<file path="src/rtl/core/spq_pkg.sv">
// shared types and constants for the sorted priority queue
// no dependencies
package spq_pkg;

    localparam int DEPTH_DEF = 16;
    localparam int VALUE_W   = 32;

    typedef enum logic [1:0] {
        FUNC_INSERT = 2'd0,
        FUNC_REMOVE = 2'd1,
        FUNC_FIND   = 2'd2,
        FUNC_RSVD   = 2'd3
    } t_func;

    typedef enum logic [1:0] {
        STAT_DONE     = 2'd0,
        STAT_NOTFOUND = 2'd1,
        STAT_FULL     = 2'd2,
        STAT_RSVD     = 2'd3
    } t_status;

    // per-cell control, driven by the sequencer in the top level
    typedef struct packed {
        logic cmp_en;   // latch compare flags against the request value
        logic occ;      // cell lies below the fill count
        logic ins;      // insert shift towards the tail
        logic rm;       // remove shift towards the head
    } t_cell_ctl;

endpackage

</file>
<file path="src/rtl/core/spq_cell.sv">
// one storage cell of the sorted chain: holds a value, compares it locally
// and shifts with its neighbours; depends on spq_pkg
module spq_cell import spq_pkg::*; (
    input  logic                      i_clk,
    input  t_cell_ctl                 i_ctl,
    input  logic signed [VALUE_W-1:0] i_value,
    input  logic signed [VALUE_W-1:0] i_prev_data,
    input  logic                      i_prev_le,
    input  logic signed [VALUE_W-1:0] i_next_data,
    output logic signed [VALUE_W-1:0] o_data,
    output logic                      o_le,
    output logic                      o_eq
);

    logic signed [VALUE_W-1:0] r_data;
    logic                      r_le;
    logic                      r_eq;

    // empty cells count as "less or equal" so the boundary exists whenever a cell is empty
    always_ff @(posedge i_clk) begin
        if (i_ctl.cmp_en) begin
            r_le <= !i_ctl.occ || (r_data <= i_value);
            r_eq <= i_ctl.occ && (r_data == i_value);
        end
    end

    always_ff @(posedge i_clk) begin
        if (i_ctl.ins && r_le) begin
            r_data <= i_prev_le ? i_prev_data : i_value;
        end else if (i_ctl.rm && r_le) begin
            r_data <= i_next_data;
        end
    end

    assign o_data = r_data;
    assign o_le   = r_le;
    assign o_eq   = r_eq;

endmodule

</file>
<file path="src/rtl/core/spq_locate.sv">
// finds the insert/match boundary in the chain and encodes its index
// depends on spq_pkg
module spq_locate import spq_pkg::*; #(
    parameter int DEPTH = DEPTH_DEF,
    parameter int IW    = $clog2(DEPTH)
) (
    input  logic [DEPTH-1:0] i_le,
    input  logic [DEPTH-1:0] i_eq,
    output logic             o_found,
    output logic [IW-1:0]    o_index
);

    logic [DEPTH-1:0] bnd;

    // first cell whose value is less or equal marks the boundary
    always_comb begin
        for (int i = 0; i < DEPTH; i++) begin
            if (i == 0) begin
                bnd[i] = i_le[i];
            end else begin
                bnd[i] = i_le[i] && !i_le[i-1];
            end
        end
    end

    always_comb begin
        o_index = '0;
        for (int i = 0; i < DEPTH; i++) begin
            if (bnd[i]) begin
                o_index = o_index | IW'(i);
            end
        end
    end

    assign o_found = |(bnd & i_eq);

endmodule

</file>
<file path="src/rtl/core/sorted_priority_queue.sv">
// top level of the sorted priority queue: sequencer, cell chain, result register
// depends on spq_pkg, spq_cell and spq_locate
//
// Holds up to DEPTH signed 32-bit values in descending order in a chain of
// cells, largest at the head. A request (func, value) is taken at a rising
// edge with start high and busy low; busy then stays high through the
// compare, update and result states (compare in every cell, boundary decode
// and shift, result capture), and the result beat then appears on the o_
// ports for exactly one cycle with o_strobe high. The receiver cannot stall the
// result, so it must take every beat as it comes. A new request can be taken
// in the same cycle the previous result is shown; while busy is high no new
// request is taken, so each request is finished before the next one starts.
// Stored values need no clearing after reset: only cells below the fill
// count are ever read. Insert into a full queue is refused with status
// full; remove and find with no equal value give status not found, as
// does the unused func code.
module sorted_priority_queue import spq_pkg::*; #(
    parameter int DEPTH = DEPTH_DEF
) (
    input  logic                      i_clk,
    input  logic                      i_rst_n,
    input  logic                      start,
    output logic                      busy,
    input  logic [1:0]                i_func,
    input  logic signed [VALUE_W-1:0] i_value,
    output logic                      o_strobe,
    output logic [1:0]                o_status,
    output logic [3:0]                o_position,
    output logic [4:0]                o_count,
    output logic signed [VALUE_W-1:0] o_head_value,
    output logic                      o_head_valid
);

    localparam int IW = (DEPTH > 1) ? $clog2(DEPTH) : 1;
    localparam int CW = $clog2(DEPTH + 1);
    localparam logic [CW-1:0] FULL_CNT = CW'(DEPTH);

    typedef enum logic [3:0] {
        ST_IDLE = 4'b0001,
        ST_CMP  = 4'b0010,
        ST_UPD  = 4'b0100,
        ST_RES  = 4'b1000
    } t_state;

    t_state                    r_state;
    t_func                     r_func;
    logic signed [VALUE_W-1:0] r_value;
    logic [CW-1:0]             r_count;
    logic [1:0]                r_status;
    logic [IW-1:0]             r_pos;
    logic                      r_strobe;
    logic [CW-1:0]             r_out_count;
    logic signed [VALUE_W-1:0] r_head;
    logic                      r_head_valid;

    // chain wiring
    logic signed [VALUE_W-1:0] cell_data [DEPTH];
    logic [DEPTH-1:0]          cell_le;
    logic [DEPTH-1:0]          cell_eq;
    t_cell_ctl                 cell_ctl [DEPTH];

    logic          found;
    logic [IW-1:0] loc_index;
    logic          full;
    logic          do_ins;
    logic          do_rm;

    assign full   = (r_count == FULL_CNT);
    // shift enables only live in the update cycle
    assign do_ins = (r_state == ST_UPD) && (r_func == FUNC_INSERT) && !full;
    assign do_rm  = (r_state == ST_UPD) && (r_func == FUNC_REMOVE) && found;

    genvar gi;
    generate
        for (gi = 0; gi < DEPTH; gi++) begin : g_cell
            localparam logic [CW-1:0] CELL_IDX = CW'(gi);
            logic signed [VALUE_W-1:0] prev_data;
            logic                      prev_le;
            logic signed [VALUE_W-1:0] next_data;

            assign cell_ctl[gi].cmp_en = (r_state == ST_CMP);
            assign cell_ctl[gi].occ    = (CELL_IDX < r_count);
            assign cell_ctl[gi].ins    = do_ins;
            assign cell_ctl[gi].rm     = do_rm;

            if (gi == 0) begin : g_head
                // head cell has no upstream neighbour: it takes the new value
                assign prev_data = '0;
                assign prev_le   = 1'b0;
            end else begin : g_mid
                assign prev_data = cell_data[gi-1];
                assign prev_le   = cell_le[gi-1];
            end

            if (gi == DEPTH - 1) begin : g_tail
                // tail cell holds its own data on remove, it falls out of range anyway
                assign next_data = cell_data[gi];
            end else begin : g_body
                assign next_data = cell_data[gi+1];
            end

            spq_cell u_cell (
                .i_clk       (i_clk),
                .i_ctl       (cell_ctl[gi]),
                .i_value     (r_value),
                .i_prev_data (prev_data),
                .i_prev_le   (prev_le),
                .i_next_data (next_data),
                .o_data      (cell_data[gi]),
                .o_le        (cell_le[gi]),
                .o_eq        (cell_eq[gi])
            );
        end
    endgenerate

    spq_locate #(
        .DEPTH (DEPTH),
        .IW    (IW)
    ) u_locate (
        .i_le    (cell_le),
        .i_eq    (cell_eq),
        .o_found (found),
        .o_index (loc_index)
    );

    // request sequencer
    always_ff @(posedge i_clk) begin
        if (!i_rst_n) begin
            r_state  <= ST_IDLE;
            r_count  <= '0;
            r_strobe <= 1'b0;
        end else begin
            r_strobe <= 1'b0;
            unique case (r_state)
                ST_IDLE: begin
                    if (start) begin
                        r_state <= ST_CMP;
                    end
                end
                ST_CMP: begin
                    r_state <= ST_UPD;
                end
                ST_UPD: begin
                    r_state <= ST_RES;
                    if (do_ins) begin
                        r_count <= r_count + CW'(1);
                    end else if (do_rm) begin
                        r_count <= r_count - CW'(1);
                    end
                end
                ST_RES: begin
                    r_state  <= ST_IDLE;
                    r_strobe <= 1'b1;
                end
                default: begin
                    r_state <= ST_IDLE;
                end
            endcase
        end
    end

    // request payload, captured on the accepted beat
    always_ff @(posedge i_clk) begin
        if (r_state == ST_IDLE && start) begin
            r_func  <= t_func'(i_func);
            r_value <= i_value;
        end
    end

    // status and position settle in the update cycle
    always_ff @(posedge i_clk) begin
        if (r_state == ST_UPD) begin
            r_pos <= '0;
            case (r_func)
                FUNC_INSERT: begin
                    r_status <= full ? STAT_FULL : STAT_DONE;
                end
                FUNC_REMOVE: begin
                    r_status <= found ? STAT_DONE : STAT_NOTFOUND;
                end
                FUNC_FIND: begin
                    r_status <= found ? STAT_DONE : STAT_NOTFOUND;
                    if (found) begin
                        r_pos <= loc_index;
                    end
                end
                default: begin
                    r_status <= STAT_NOTFOUND;
                end
            endcase
        end
    end

    // result beat, taken from the chain after the shift
    always_ff @(posedge i_clk) begin
        if (r_state == ST_RES) begin
            r_out_count  <= r_count;
            r_head_valid <= (r_count != '0);
            r_head       <= (r_count != '0) ? cell_data[0] : '0;
        end
    end

    logic [IW+3:0] pos_wide;
    logic [CW+4:0] cnt_wide;

    assign pos_wide = {4'b0, r_pos};
    assign cnt_wide = {5'b0, r_out_count};

    assign busy         = (r_state != ST_IDLE);
    assign o_strobe     = r_strobe;
    assign o_status     = r_status;
    assign o_position   = pos_wide[3:0];
    assign o_count      = cnt_wide[4:0];
    assign o_head_value = r_head;
    assign o_head_valid = r_head_valid;

    // a result beat only follows the result capture cycle
    a_strobe_after_res: assert property (@(posedge i_clk) disable iff (!i_rst_n)
        o_strobe |-> $past(r_state == ST_RES))
        else $error("result beat without result capture");

    // fill count stays within the chain
    a_count_range: assert property (@(posedge i_clk) disable iff (!i_rst_n)
        r_count <= FULL_CNT)
        else $error("fill count beyond depth");

    // a refused insert is only reported on a full chain
    a_full_refusal: assert property (@(posedge i_clk) disable iff (!i_rst_n)
        (o_strobe && o_status == STAT_FULL) |-> (r_out_count == FULL_CNT))
        else $error("insert refused while not full");

    // count changes only in the update cycle, by one step
    a_count_step: assert property (@(posedge i_clk) disable iff (!i_rst_n)
        (r_state != ST_UPD) |=> $stable(r_count))
        else $error("fill count moved outside update");

endmodule
</file>
<file path="config.mk">
export PLATFORM = sky130hd
export DESIGN_NAME = sorted_priority_queue
export DESIGN_NICKNAME = d
export VERILOG_FILES = /design/src/rtl/core/spq_pkg.sv /design/src/rtl/core/spq_cell.sv /design/src/rtl/core/spq_locate.sv /design/src/rtl/core/sorted_priority_queue.sv
export SDC_FILE = /design/constraint.sdc
export NUM_CORES = 2
export LEC_CHECK = 0
export BUFFER_PORTS_ARGS = -buffer_cell sky130_fd_sc_hd__buf_2
export CAP_MARGIN = 20
export CORE_MARGIN = 2
export CORE_UTILIZATION = 54
export DETAILED_ROUTE_END_ITERATION = 10
export GPL_ROUTABILITY_DRIVEN = 0
export PLACE_DENSITY = 0.72
export SLEW_MARGIN = 40
export SYNTH_ARGS = -nofsm -noshare
export SYNTH_HDL_FRONTEND = slang
export SYNTH_HIERARCHICAL = 1
export SYNTH_SLANG_ARGS = --single-unit
</file>
<file path="constraint.sdc">
create_clock -name i_clk -period 5.6 [get_ports i_clk]
set_input_delay 1.12 -clock i_clk [delete_from_list [all_inputs] [get_ports i_clk]]
set_output_delay 1.12 -clock i_clk [all_outputs]
set_load 0.005 [all_outputs]
</file>
==> results_dict.tcl <==
set metrics [dict create \
    yosysSeqAreaShare_pct 42.95 \
    grt_pass1_vias 32610 \
    met3WireLength_mm 6.099 \
    grt_usage_pct 27.37 \
    synth-compound-area-share_pct 12.11 \
    rsz0062_at_grt "no" \
    insertion_delay_ns 0.64 \
    power_density_nw_per_um2 225.3 \
    synth_top_area_cell "edfxtp_1" \
    drive_above_1_share_pct 7.386 \
    worst_pin_slew_ns 0.8840 \
    syn_avg_cell_area_sq_um 9.921 \
    period_needed_ns 3.842 \
    yosysMostFrequentCell "a21oi_1" \
    r2r_slack_ns 1.76 \
    leakage_nw 22.95 \
    end_kind "register" \
    root_buffer "clkbuf_16" \
    synth_common_cells "a21oi_1, edfxtp_1, nor2_1" \
    fin_setup_tns_ns 0 \
    hold_viol 0 \
    synth-edff-count 622 \
    cts_sinks 632 \
    die_x_um 289.3 \
    cp_max_fo 38 \
    die_y_um 289.3 \
    post-cts-setup-buffers 0 \
    pin_count 83 \
    worstPathRequired_ns 5.97 \
    hp-class "reg -> reg" \
    outcome "finished, final reports clean" \
    die-area_sq_um 83700 \
    cp-start-kind "register" \
    routed_wl_mm 115.8 \
    drt_iter0_drc 2687 \
    synthSimpleGateAreaFrac_pct 11.41 \
    synth_top_cell_area_share_pct 42.49 \
    vias_per_cell 5.877 \
    cts_buffer_depth 3 \
    switching_power_mw 2.767 \
    area_growth_syn_to_layout_pct 9.248 \
    p_seq_share_pct 48.4 \
    topRoutingLayerUsed "met5" \
    power_frac_comb_pct 9.8 \
    grt_antenna_before_repair 1 \
    core_area_sq_um 80550 \
    row_count 104 \
    ys_ff_latch 632 \
    grt_pass1_wl_mm 180.5 \
    setup-violations-final 0 \
    wl_met1_mm 49.22 \
    worstPathArrival_ns 4.22 \
    worst-setup-path-type "reg -> reg" \
    cap_violations 0 \
    synth_flop_cell "edfxtp_1" \
    nNetsFinal 5078 \
    fin_cells 5636 \
    drt_first_pass_iters 5 \
    path_clk_slew_ns 0.06 \
    grt-ovfl-total 0 \
    clockPowerShare_pct 41.8 \
    synth_area_sq_um 43960 \
    power.internal_mw 8.053 \
    switching_share_pct 25.57 \
    antenna_cells 0 \
    synthAdderAreaFrac_pct 14.77 \
    synthCells 4431 \
    wl_met2_mm 55.36 \
    relSlewSlack_pct 41.06 \
    num_vias 33120 \
    clock.fmax_mhz 260.3 \
    cts_tree "yes" \
    final_antenna_net_count 0 \
    synth-xor-area-share_pct 0 \
    grt_start_max_net_pins 65 \
    avgRoutedWirePerCell_um 20.54 \
    skew_ns 0.01990 \
    vdd_drop_max_uv 229.2 \
    cts_buffers 75 \
    numPortBuffers 82 \
    period_share_pct 68.62 \
    synth_top_family_by_area "adder cells" \
    ctsHoldBuffers 0 \
    power.total_mw 10.82 \
    start_util_pct 54.57 \
    async_flop_share_pct 0 \
    drv_slew 0 \
    hpwlAfterDp_mm 88.51 \
    dpl.cell_count 5505 \
    ctsResizeCount 0 \
    synth.area.mux_share_pct 12.34 \
    synthDistinctLibCells 49 \
    drc_errors 0 \
    cts-htree-levels 3 \
    synth_warnings 6 \
    yosys-top-cells-area "edfxtp_1, ha_1, mux2i_1, a21oi_1, nor2_1" \
]
[final timing paths]
kind | start | cells after the start | endpoint
worst max register to register | r_state[3] | 8 | g_cell[7].u_cell/o_data[3]
worst max-delay path | r_state[3] | 8 | g_cell[7].u_cell/o_data[3]
worst min register to register | g_cell[0].u_cell/o_data[6] | 1 | o_head_value[6]
worst min-delay path | g_cell[0].u_cell/o_data[6] | 1 | o_head_value[6]
[kinds of logic (layout without fill, tap and decap cells)]
| family | count (synthesis) | after routing |
|---|---|---|
| compound gates | 921 | 921 |
| buf+inv | 746 | 859 |
| mux | 534 | 534 |
| other cells | 1 | 33 |
| flops | 632 | 632 |
| fa+ha+maj | 519 | 519 |
| simple gates | 1078 | 1078 |
[worst max-delay path, stage by stage, from the launching register on]
cell     delay (ns)
dfxtp_1        0.33
or4b_1         0.68
inv_1          0.32
nand3_1        0.25
inv_1          0.57
buf_4          0.30
and2_2         0.58
buf_4          0.39
a21oi_1        0.12
[layout make-up]
type	instances	area, sq um
fill	6751	32520
multi-input combinational	3085	22470
tap	1060	1326
timing repair buffer	168	1056
clock buffer	96	1956
inverter	560	2102
sequential	632	18880
clock inverter	35	234.0
[through the flow]
stage	setup slack, ns	utilization [%]	instance area, sq um	hold WS (ns)
3_5_place_dp	1.826	56.90	45830	0.5825
5_1_grt	1.443	59.62	48020	0.6177
3_3_place_gp	1.879	56.83	45780	0.5798
2_1_floorplan	0.6748	-	44080	0.4323
4_1_cts	1.791	59.62	48020	0.5955
6_report	1.758	59.62	48020	0.5885
[state kept, by name, summed over array words and instances, names as in the netlist]
name                  cells
g_cell.u_cell/o_eq       16
o_status                  2
r_func                    2
o_head_value             32
o_position                4
o_count                   5
o_head_valid              1
r_value                  32
r_state                   4
g_cell.u_cell/o_data    512
o_strobe                  1
r_count                   5
g_cell.u_cell/o_le       16
[power by group through the flow]
stage | combinational, mW | sequential, mW | clock [mW]
6_report | 1.06 | 5.24 | 4.52
5_1_grt | 1.20 | 5.24 | 4.76
4_1_cts | 1.05 | 5.24 | 4.59
3_5_place_dp | 1.04 | 5.34 | 0
3_3_place_gp | 1.00 | 5.34 | 0
2_1_floorplan | 0.659 | 5.38 | 0
[layout by cell type (no fill, tap or decap), types with 21 or more instances in the layout]
| cell type | synthesis | routed |
|---|---|---|
| a21oi_1 | 691 | 691 |
| edfxtp_1 | 622 | 622 |
| nor2_1 | 568 | 568 |
| inv_1 | 560 | 560 |
| ha_1 | 519 | 519 |
| mux2i_1 | 518 | 518 |
| nand2_1 | 115 | 114 |
| nand4_1 | 101 | 101 |
| nand3_1 | 99 | 99 |
| buf_4 | 0 | 86 |
| buf_2 | 17 | 82 |
| clkbuf_16 | 0 | 75 |
| a21o_1 | 49 | 49 |
| nor2b_1 | 38 | 38 |
| and2_1 | 52 | 35 |
| conb_1 | 1 | 33 |
| a221o_1 | 32 | 32 |
| nand3b_1 | 31 | 31 |
| nor4_1 | 32 | 25 |
| o21ai_0 | 23 | 23 |
| clkbuf_1 | 89 | 21 |
[layer usage]
layer	track usage, %	up-vias
met2	46.65	1018
met4	11.73	2
li1	-	16090
met1	35.37	15770
met3	2.945	247
met5	0	-
Note: power is estimated with default switching activity, not from simulation.
